$ cat src/rtl/isotp_rx_pkg.sv
`default_nettype none

package isotp_rx_pkg;

    // Result status codes
    typedef enum logic [2:0] {
        ST_IDLE   = 3'd0,
        ST_ERROR  = 3'd1,
        ST_SENDFC = 3'd2,
        ST_INPROG = 3'd3,
        ST_DONE   = 3'd4
    } status_t;

    // PCI frame types (upper nibble of byte 0)
    localparam logic [3:0] PCI_SINGLE      = 4'd0;
    localparam logic [3:0] PCI_FIRST       = 4'd1;
    localparam logic [3:0] PCI_CONSECUTIVE = 4'd2;

    localparam logic [3:0]  SF_MAX_LEN  = 4'd7;
    localparam logic [2:0]  CF_MAX_LEN  = 3'd7;
    localparam logic [2:0]  FF_DATA_LEN = 3'd6;
    localparam logic [11:0] FF_MIN_LEN  = 12'd8;

    // One CAN frame
    typedef struct packed {
        logic [3:0]  frame_len;
        logic [63:0] frame_bytes;
    } in_item_t;

    // One reassembly result
    typedef struct packed {
        status_t     status;
        logic [11:0] write_index;
        logic [2:0]  write_count;
        logic [55:0] payload_bytes;
        logic [11:0] message_length;
    } out_item_t;

    // Reassembly context carried between frames
    typedef struct packed {
        logic [11:0] message_length;
        logic [11:0] bytes_received;
        logic [3:0]  expected_sequence;
        logic        transfer_active;
    } rx_state_t;

    // Keep the first n bytes of a 56-bit packed payload, zero the rest
    function automatic logic [55:0] keep_bytes(input logic [55:0] p, input logic [2:0] n);
        logic [55:0] r;
        r = '0;
        for (int i = 0; i < 7; i++) begin
            if (3'(i) < n) begin
                r[55 - 8*i -: 8] = p[55 - 8*i -: 8];
            end
        end
        return r;
    endfunction

endpackage

`default_nettype wire

$ cat src/rtl/isotp_rx_decode.sv
`default_nettype none

// Frame decode: classifies one frame against the current context and
// produces the result plus the updated context.
module isotp_rx_decode (
    input  wire isotp_rx_pkg::in_item_t  frame,
    input  wire isotp_rx_pkg::rx_state_t cur,
    input  wire logic [11:0]             capacity,
    output isotp_rx_pkg::out_item_t      result,
    output isotp_rx_pkg::rx_state_t      nxt
);
    import isotp_rx_pkg::*;

    logic [7:0]  b0;
    logic [3:0]  pci;
    logic [3:0]  low;
    logic [55:0] data56;
    logic [11:0] ff_len;
    logic [11:0] avail;
    logic [2:0]  cf_cnt;
    logic [11:0] br_sum;
    logic        sf_bad;
    logic        ff_bad;

    assign b0     = frame.frame_bytes[63:56];
    assign pci    = b0[7:4];
    assign low    = b0[3:0];
    assign data56 = frame.frame_bytes[55:0];
    assign ff_len = {low, frame.frame_bytes[55:48]};

    assign sf_bad = (low == 4'd0) || (low > SF_MAX_LEN) || ({8'd0, low} > capacity);
    assign ff_bad = (ff_len < FF_MIN_LEN) || (ff_len > capacity);

    // Bytes still owed, clipped to one consecutive frame
    assign avail  = (cur.bytes_received < cur.message_length)
                    ? (cur.message_length - cur.bytes_received) : 12'd0;
    assign cf_cnt = (avail < {9'd0, CF_MAX_LEN}) ? avail[2:0] : CF_MAX_LEN;
    assign br_sum = cur.bytes_received + {9'd0, cf_cnt};

    always_comb
    begin
        result = '{status: ST_IDLE, write_index: '0, write_count: '0,
                   payload_bytes: '0, message_length: '0};
        nxt    = cur;
        if (frame.frame_len != 4'd0) begin
            unique case (pci)
                PCI_SINGLE:
                begin
                    if (sf_bad) begin
                        result.status = ST_ERROR;
                    end else begin
                        result.status         = ST_DONE;
                        result.write_count    = low[2:0];
                        result.payload_bytes  = keep_bytes(data56, low[2:0]);
                        result.message_length = {8'd0, low};
                        nxt.message_length    = {8'd0, low};
                        nxt.bytes_received    = {8'd0, low};
                        nxt.transfer_active   = 1'b0;
                    end
                end
                PCI_FIRST:
                begin
                    if (ff_bad) begin
                        result.status = ST_ERROR;
                    end else begin
                        result.status         = ST_SENDFC;
                        result.write_count    = FF_DATA_LEN;
                        result.payload_bytes  = {frame.frame_bytes[47:0], 8'h00};
                        result.message_length = ff_len;
                        nxt.message_length    = ff_len;
                        nxt.bytes_received    = {9'd0, FF_DATA_LEN};
                        nxt.expected_sequence = 4'd1;
                        nxt.transfer_active   = 1'b1;
                    end
                end
                PCI_CONSECUTIVE:
                begin
                    if (!cur.transfer_active) begin
                        result.status = ST_IDLE;
                    end else if (low != cur.expected_sequence) begin
                        result.status       = ST_ERROR;
                        nxt.transfer_active = 1'b0;
                    end else begin
                        result.write_index    = cur.bytes_received;
                        result.write_count    = cf_cnt;
                        result.payload_bytes  = keep_bytes(data56, cf_cnt);
                        result.message_length = cur.message_length;
                        nxt.bytes_received    = br_sum;
                        nxt.expected_sequence = cur.expected_sequence + 4'd1;
                        if (br_sum >= cur.message_length) begin
                            result.status       = ST_DONE;
                            nxt.transfer_active = 1'b0;
                        end else begin
                            result.status = ST_INPROG;
                        end
                    end
                end
                default:
                begin
                    // flow control and unknown types are ignored
                    result.status = ST_IDLE;
                end
            endcase
        end
    end

endmodule

`default_nettype wire

$ cat src/rtl/isotp_rx_reassembler_unit.sv
`default_nettype none

// Channel | Direction | Handshake            | Payload
// in      | input     | in_valid / in_stall  | in_data   (frame_len, frame_bytes)
// out     | output    | out_valid / out_stall| out_data  (status .. message_length)
// cfg     | input     | cfg_valid / cfg_ready| cfg_data  (buffer_capacity, 12 bit)
//
// Path: input register, decode, result register; a frame waits in the input register
// while the result register is stalled. One frame per cycle while the output is not stalled.
// The reassembly context updates in the cycle a frame moves into the result register.
// Reset clears the context (expected sequence set to 1), sets capacity to 4095 and empties both stages.
// A stalled output holds its result; the input stalls only when both stages are
// full and the output is stalled.
module isotp_rx_reassembler_unit (
    input  wire logic                    clk,
    input  wire logic                    rst_n,
    input  wire logic                    in_valid,
    output logic                         in_stall,
    input  wire isotp_rx_pkg::in_item_t  in_data,
    output logic                         out_valid,
    input  wire logic                    out_stall,
    output isotp_rx_pkg::out_item_t      out_data,
    input  wire logic                    cfg_valid,
    output logic                         cfg_ready,
    input  wire logic [11:0]             cfg_data
);
    import isotp_rx_pkg::*;

    logic      s1_valid_reg;
    in_item_t  s1_data_reg;
    logic      out_valid_reg;
    out_item_t out_data_reg;
    rx_state_t state_reg;
    rx_state_t state_next;
    out_item_t result;
    logic [11:0] capacity_reg;
    logic      advance;
    logic      in_xfer;

    // Pipeline control
    assign advance   = s1_valid_reg && (!out_valid_reg || !out_stall);
    assign in_stall  = s1_valid_reg && !advance;
    assign in_xfer   = in_valid && !in_stall;
    assign cfg_ready = 1'b1;
    assign out_valid = out_valid_reg;
    assign out_data  = out_data_reg;

    // Capacity register
    always_ff @(posedge clk or negedge rst_n)
    begin
        if (!rst_n) begin
            capacity_reg <= 12'd4095;
        end else if (cfg_valid && cfg_ready) begin
            capacity_reg <= cfg_data;
        end
    end

    // Input stage
    always_ff @(posedge clk or negedge rst_n)
    begin
        if (!rst_n) begin
            s1_valid_reg <= 1'b0;
        end else if (in_xfer) begin
            s1_valid_reg <= 1'b1;
        end else if (advance) begin
            s1_valid_reg <= 1'b0;
        end
    end

    always_ff @(posedge clk)
    begin
        if (in_xfer) begin
            s1_data_reg <= in_data;
        end
    end

    isotp_rx_decode u_decode (
        .frame    (s1_data_reg),
        .cur      (state_reg),
        .capacity (capacity_reg),
        .result   (result),
        .nxt      (state_next)
    );

    // Reassembly context
    always_ff @(posedge clk or negedge rst_n)
    begin
        if (!rst_n) begin
            state_reg <= '{message_length: '0, bytes_received: '0,
                           expected_sequence: 4'd1, transfer_active: 1'b0};
        end else if (advance) begin
            state_reg <= state_next;
        end
    end

    // Result register
    always_ff @(posedge clk or negedge rst_n)
    begin
        if (!rst_n) begin
            out_valid_reg <= 1'b0;
        end else if (advance) begin
            out_valid_reg <= 1'b1;
        end else if (!out_stall) begin
            out_valid_reg <= 1'b0;
        end
    end

    always_ff @(posedge clk)
    begin
        if (advance) begin
            out_data_reg <= result;
        end
    end

`ifndef ASSERT_OFF
    a_quiet_zero: assert property (@(posedge clk) disable iff (!rst_n)
        out_valid_reg && (out_data_reg.status == ST_IDLE || out_data_reg.status == ST_ERROR)
        |-> out_data_reg.write_count == 3'd0 && out_data_reg.payload_bytes == 56'd0
            && out_data_reg.message_length == 12'd0 && out_data_reg.write_index == 12'd0)
        else $error("idle or error result carries data");

    a_active_short: assert property (@(posedge clk) disable iff (!rst_n)
        state_reg.transfer_active |-> state_reg.bytes_received < state_reg.message_length)
        else $error("active transfer already complete");

    a_done_fills: assert property (@(posedge clk) disable iff (!rst_n)
        out_valid_reg && out_data_reg.status == ST_DONE
        |-> out_data_reg.write_index + 12'(out_data_reg.write_count)
            == out_data_reg.message_length)
        else $error("done result does not end at message length");

    a_stall_full: assert property (@(posedge clk) disable iff (!rst_n)
        in_stall |-> s1_valid_reg && out_valid_reg && out_stall)
        else $error("input stalled with room available");

    a_cfg_write: assert property (@(posedge clk) disable iff (!rst_n)
        cfg_valid && cfg_ready |=> capacity_reg == $past(cfg_data))
        else $error("capacity write lost");
`endif

endmodule

`default_nettype wire
$ cat config.mk
export PLATFORM = sky130hd
export DESIGN_NAME = isotp_rx_reassembler_unit
export DESIGN_NICKNAME = d
export VERILOG_FILES = /design/src/rtl/isotp_rx_pkg.sv /design/src/rtl/isotp_rx_decode.sv /design/src/rtl/isotp_rx_reassembler_unit.sv
export SDC_FILE = /design/constraint.sdc
export NUM_CORES = 1
export LEC_CHECK = 0
export BUFFER_PORTS_ARGS = -buffer_cell sky130_fd_sc_hd__clkbuf_2
export CORE_MARGIN = 2
export CORE_UTILIZATION = 63
export CTS_BUF_LIST = sky130_fd_sc_hd__clkbuf_2
export CTS_CLUSTER_DIAMETER = 40
export DETAILED_ROUTE_END_ITERATION = 8
export PLACE_DENSITY = 0.88
export REMOVE_ABC_BUFFERS = 1
export SLEW_MARGIN = 20
export SYNTH_ARGS = -nofsm -noshare
export SYNTH_HDL_FRONTEND = slang
export SYNTH_SLANG_ARGS = --single-unit
$ cat constraint.sdc
create_clock -name clk -period 21.5 [get_ports clk]
set_input_delay 1.075 -clock clk [delete_from_list [all_inputs] [get_ports clk]]
set_output_delay 1.075 -clock clk [all_outputs]
set_load 0.01 [all_outputs]
# After elaboration in Yosys (flattened, before gate mapping)
# Index checks and enable logic that the tools add are counted.
# op_classes
n_reduce_logical,23
n_mux,42
n_bitwise,3
n_eq_ne,8
n_addsub,3
order_cmp,21
# op_table
cell,count
two-way mux 71 bit,4
case mux 71 bit (3 select lines),1
two-way mux 8 bit,14
case mux 12 bit (3 select lines),1
two-way mux 29 bit,1
two-way mux 24 bit,1
case mux 12 bit (2 select lines),1
< comparator 3 bit (first input constant),6
two-way mux 17 bit,1
two-way mux 16 bit,1
two-way mux 3 bit,5
adder 12 x 3 -> 12 bit,1
greater-or-equal comparator 12 bit,1
greater-than comparator 12 bit,1
greater-than comparator 4 x 12 -> 1 bit,1
< comparator 1 x 3 -> 1 bit (first input constant),4
< comparator 12 bit,1
< comparator 12 x 3 -> 1 bit (second input constant),1
< comparator 12 x 4 -> 1 bit (second input constant),1
< comparator 2 x 3 -> 1 bit (first input constant),4
two-way mux 12 bit,1
subtractor 12 bit,1
AND reduction 5 bit,2
case mux 3 bit (3 select lines),1
other kinds (22),44
# word_totals
in_bits,85
ff_bits,197

# Depth between registers and ports, before layout
# logic_depth
ltp_word,10
ltp_mapped,26
depth_no_buf,26

# Modules after synthesis
# A second synthesis with hierarchy kept.
# unflattened
cells_unflattened,796
hier_area_um2,9885.7
# by_module_without_submodules
mod,seq_area_each_um2,instances,cells_each,area_each_um2
isotp_rx_reassembler_unit,5716.7,1,250,6281.0
isotp_rx_decode,0.0,1,546,3604.7

# Least setup slack after synthesis
# Ideal clock, no wire load.
# synth_timing
kind,input to register
start,input out_stall
end,register state_reg[5] (netlist name)
cell_stages,6
t_arrival_ns,9.847
t_required_ns,21.375
setup_ns,0.125
setup_slack_ns,11.528
path_buffers,0
cell_sequence,a21boi_0 nand3_1 or3_1 o31ai_2 a21boi_2 mux2_2
# synth_via
elab_chain_len,4
# synth_lines
item,line_no,rtl
start: declaration,isotp_rx_reassembler_unit.sv:21,"input wire logic out_stall,"
logical NOT 1 bit,--,
logical OR 1 bit,isotp_rx_reassembler_unit.sv:41,assign advance = s1_valid_reg && (!out_valid_reg || !out_stall);
logical AND 1 bit,isotp_rx_reassembler_unit.sv:41,
AND reduction 7 bit (no line),--,
end signal: assignment,isotp_rx_reassembler_unit.sv:89,"state_reg <= '{message_length: '0, bytes_received: '0,"
end signal: assignment,isotp_rx_reassembler_unit.sv:92,state_reg <= state_next;
end: declaration,isotp_rx_reassembler_unit.sv:33,rx_state_t state_reg;
# No other way between the ends.
# A chain may end at the register's enable or synchronous reset.

# Final worst setup path
# layout_timing
start,register state_reg[8] (netlist name)
end,"register out_data_reg, in the netlist out_data[83] (data pin)"
# layout_via
elab_chain_len,10
word_cells_on_any_way,11
cone_classes,2 x add/sub; 3 x order compare; 6 x mux
# layout_lines
item,line_no,rtl
subtractor 12 bit / < comparator 12 bit (equally long branches),"isotp_rx_decode.sv:36, isotp_rx_decode.sv:35",
two-way mux 12 bit,isotp_rx_decode.sv:36,? (cur.message_length - cur.bytes_received) : 12'd0;
< comparator 12 x 3 -> 1 bit,isotp_rx_decode.sv:37,"assign cf_cnt = (avail < {9'd0, CF_MAX_LEN}) ? avail[2:0] : CF_MAX_LEN;"
two-way mux 3 bit,isotp_rx_decode.sv:37,
adder 12 x 3 -> 12 bit (*),isotp_rx_decode.sv:38,"assign br_sum = cur.bytes_received + {9'd0, cf_cnt};"
greater-or-equal comparator 12 bit (*),isotp_rx_decode.sv:90,if (br_sum >= cur.message_length) begin
two-way mux 3 bit (*),isotp_rx_decode.sv:90,
two-way mux 3 bit (*),isotp_rx_decode.sv:80,end else if (low != cur.expected_sequence) begin
two-way mux 3 bit (*),isotp_rx_decode.sv:78,if (!cur.transfer_active) begin
case mux 3 bit (3 select lines) (*),isotp_rx_decode.sv:46,unique case (pci)
end signal: assignment,isotp_rx_reassembler_unit.sv:111,out_data_reg <= result;
end: declaration,isotp_rx_reassembler_unit.sv:32,out_item_t out_data_reg;
# Mark *: on every way between the ends. The rest lies on a longest branch, timed or not.

==> impl_metrics.py <==
metrics = {
    "run_status": {
        "run_status": "completed",
    },
    "logic_synthesis": {
        "synth_edf_count": 154,
        "netlist_instances": 851,
        "synth_xor_xnor_area_share_pct": 1.33,
        "synth-simple-area-share_pct": 12.7,
        "yosysUniqueCellTypes": 75,
        "synthesized_area_fraction_occupied_by_adder_cells_pct": 6.12,
        "synth.yosys.warnings": 0,
        "synth_sequential_area_ratio_pct": 58.0,
        "syn-cell-area_mm2": 0.00986,
        "synth_mux_area_share_pct": 1.61,
        "dominant_combinational_cell_family_by_area_after_synthesis": "compound AO/OA/AOI/OAI gates",
        "post_synthesis_compound_gate_area_fraction_pct": 16.7,
        "post_synth.cell_area_avg_um2": 11.6,
        "yosys_most_used_dff": "sky130_fd_sc_hd__edfxtp_1",
        "async_flop_share_pct": 21.8,
        "synth_seq_cells": 197,
    },
    "global_routing": {
        "grt.overflow.total": 0,
        "via_count_of_the_first_global_routing_pass": 7598,
        "grt_use_total_pct": 31.3,
        "grt_pass1_wl_um": 39700,
        "grt_start_max_net_pins": 69,
        "number_of_antenna_violations_at_the_first_check_in_global_routing": 1,
    },
    "timing": {
        "slew_headroom_pct": 35.2,
        "period_share_pct": 31.3,
        "setup_tns_ps": 0,
        "rsz0062_at_grt": "no",
        "finClkSkew_ps": 24.4,
        "layout_min_cycle_time_ps": 6720,
        "setup_violations": 0,
        "timing.final.hold_violations": 0,
        "achievable-frequency_ghz": 0.149,
        "hold-worst-slack_ps": 307,
        "worst-slew-pin-transition_ps": 971,
        "timing_max_transition_violations_final": 0,
    },
    "final_layout": {
        "final_cell_mix": "sky130_fd_sc_hd__clkbuf_2, sky130_fd_sc_hd__edfxtp_1, sky130_fd_sc_hd__nand2_1",
        "finalInstanceArea_mm2": 0.0112,
        "num-fill-cells": 1025,
        "final_layout_size_suffix_gt1_share_pct": 25.1,
        "layout-area-overhead-vs-synth_pct": 13.6,
        "most_frequent_standard_cell_in_the_layout_excluding_fill_and_tap_cells": "sky130_fd_sc_hd__clkbuf_2",
        "largest_register_ffs": 86,
        "finalNetCount": 1144,
    },
    "floorplanning": {
        "placementRows": 45,
        "core-area_mm2": 0.0153,
        "die_y_um": 129,
        "ioPinCount": 174,
        "start_util_pct": 64.6,
        "design.die.area_mm2": 0.0167,
        "die_width_um": 129,
    },
    "routing": {
        "avgViaCountPerCell": 6.54,
        "detail_route.iter0.violations": 1042,
        "drt_drc_violations_left": 0,
        "totalWireLength_um": 25800,
        "detail-route-antenna-nets": 0,
        "route.vias.total": 8093,
        "initial_drt_pass_iterations": 7,
        "drt-wirelength-per-cell_um": 20.8,
    },
    "clocking": {
        "postCtsResizedCells": 0,
        "htree_num_levels": 4,
        "cts_hold_buf": 0,
        "clock-root-buffer": "sky130_fd_sc_hd__clkbuf_2",
        "cts_buffer_count": 17,
        "clock_tree_from_tritoncts": "done",
        "worst_setup_hold_path_clk_slew_ps": 280,
        "clk-insertion-delay-late_ps": 790,
        "cts.sink_count": 197,
        "cts_buffer_depth": 2,
        "postCtsSetupRepairBufs": 0,
    },
    "worst_setup_path": {
        "critPathMaxFanout": 10,
        "max_stage_delay_ps": 740,
        "worstPathArrival_ps": 7270,
        "critical_path_required_ps": 22050,
        "ff2ff_setup_slack_ps": 14780,
        "worstSetupStartpointType": "flip-flop",
        "crit_slowest_cell": "sky130_fd_sc_hd__nor3_2",
        "crit_path_cell_trace": "inv_1 -> ha_1 -> a21o_1 -> a21oi_1 -> a211oi_1 -> a2111oi_0 -> a311oi_2 -> nor3_2 -> nor2_1 -> ha_1 -> a21oi_1 -> a211oi_1 -> and3_1 -> and3_1 -> xnor2_1 -> ha_1 -> o21ai_0 -> o31ai_1 -> a21oi_1 -> o21ai_0 -> a21o_1 -> a31oi_1",
        "critical_path.endpoint_type": "flip-flop",
        "timing_worst_setup_path_type": "flip-flop to flip-flop",
    },
    "placed_design": {
        "detailed_place_hpwl_um": 18300,
        "place_area_mm2": 0.0109,
        "final_replace_weighted_congestion": 0.931,
        "buffer_ports.inserted": 172,
    },
    "job": {
        "maxCapViolations": 0,
    },
    "power_and_ir_drop": {
        "power_density_mw_per_mm2": 89.6,
        "cellLeakagePower_nw": 4.45,
        "vdd.ir_drop.worst_uv": 60.2,
    },
    "hold_path": {
        "holdCritPathClass": "primary input to async pin",
    },
}
==> cell usage after synthesis (all sizes together), types with 3 or more instances <==
| library cell | count | area (um^2) |
|---|---|---|
| a211oi | 4 | 30.0 |
| a21o | 13 | 97.6 |
| a21oi | 43 | 215 |
| a221oi | 3 | 26.3 |
| a222oi | 3 | 30.0 |
| a22o | 8 | 70.1 |
| a22oi | 17 | 128 |
| a311oi | 3 | 32.5 |
| a31oi | 6 | 37.5 |
| a32o | 8 | 80.1 |
| a32oi | 24 | 210 |
| and2 | 3 | 18.8 |
| and3 | 8 | 50.1 |
| buf | 3 | 16.3 |
| clkbuf | 37 | 139 |
| dfrtp | 30 | 751 |
| dfstp | 13 | 342 |
| edfxtp | 154 | 4620 |
| ha | 45 | 563 |
| inv | 50 | 188 |
| mux2 | 7 | 78.8 |
| mux2i | 8 | 80.1 |
| nand2 | 89 | 334 |
| nand2b | 10 | 62.6 |
| nand3 | 28 | 140 |
| nand3b | 3 | 22.5 |
| nand4 | 9 | 71.3 |
| nor2 | 35 | 131 |
| nor2b | 8 | 50.1 |
| nor3 | 22 | 115 |
| nor3b | 4 | 30.0 |
| nor4 | 8 | 75.1 |
| nor4b | 3 | 26.3 |
| o211ai | 5 | 37.5 |
| o21a | 3 | 22.5 |
| o21ai | 70 | 350 |
| o21bai | 4 | 41.3 |
| o22ai | 3 | 18.8 |
| o31ai | 3 | 27.5 |
| or3 | 7 | 43.8 |
| or4 | 4 | 30.0 |
| xnor2 | 11 | 96.3 |
| xor2 | 4 | 35.0 |
==> through the flow <==
stage	setup WS, ps	cells	utilization (%)	power [W]
after floorplan	11530	811	-	0.000719
after global routing	14430	1237	73.4	0.00105
after detailed placement	15190	1204	71.7	0.000815
after CTS	15010	1236	73.3	0.000995
final	14780	1237	73.4	0.00100
after global placement	15370	1204	71.7	0.000804
==> logic make-up after synthesis <==
group | after synthesis
xor+xnor | 15
mux | 15
other cells | 1
buf+inv | 90
flops | 197
simple gates | 247
fa+ha+maj | 47
compound gates | 239
==> worst max-delay path, delay by kind of cell, from the launching register on <==
kind                       cells  cell delay, ps
xor gates and xnor gates       1              90
AOI/OAI and AO/OA             13            3300
DFF                            1             460
adders and majority gates      3            1040
and+or+nand+nor                4            1460
buffers and inverters          1             130
==> per-layer routing <==
| metal | wire length (um) | share of wire (%) | up-vias | GRT usage [%] |
|---|---|---|---|---|
| met2 | 12600 | 49 | 583 | 50.5 |
| met3 | 2840 | 11 | 97 | 7.56 |
| li1 | - | - | 3568 | - |
| met1 | 9380 | 36 | 3845 | 41.0 |
| met4 | 949 | 3.7 | 0 | 13.0 |
| met5 | 0 | 0 | - | 0 |
==> where the power goes <==
group / leakage, nW / switching (W) / internal (W)
registers: 2.04 / 0.0000345 / 0.000450
logic: 2.27 / 0.000202 / 0.000134
clock network: 0.147 / 0.000136 / 0.0000480
total: 4.45 / 0.000372 / 0.000632
==> layout make-up <==
cell class,count,area [um^2],share of cell area [%]
Clock inverter,15,166,1.49
Multi-Input combinational cell,564,3840,34.3
Sequential cell,197,5720,51.0
Clock buffer,17,85.1,0.760
Antenna cell,1,2.50,0.0223
Tap cell,211,264,2.36
Timing Repair Buffer,182,936,8.36
Inverter,50,188,1.68
==> final timing paths <==
check                                    startpoint                          to  depth (start not counted)
max                        state_reg[8]$_DFFE_PN0P_  out_data[83]$_SDFFCE_PP0P_                         22
min                                           rst_n    s1_valid_reg$_DFFE_PN0P_                          2
max reg2reg                state_reg[8]$_DFFE_PN0P_  out_data[83]$_SDFFCE_PP0P_                         22
min reg2reg                s1_valid_reg$_DFFE_PN0P_       out_valid$_DFFE_PN0P_                          1
max in group asynchronous                     rst_n   state_reg[27]$_DFFE_PN0P_                          2
min in group clk                        in_data[21]   s1_data_reg[21]$_DFFE_PP_                          1
Note: power is estimated with default switching activity, not from simulation.
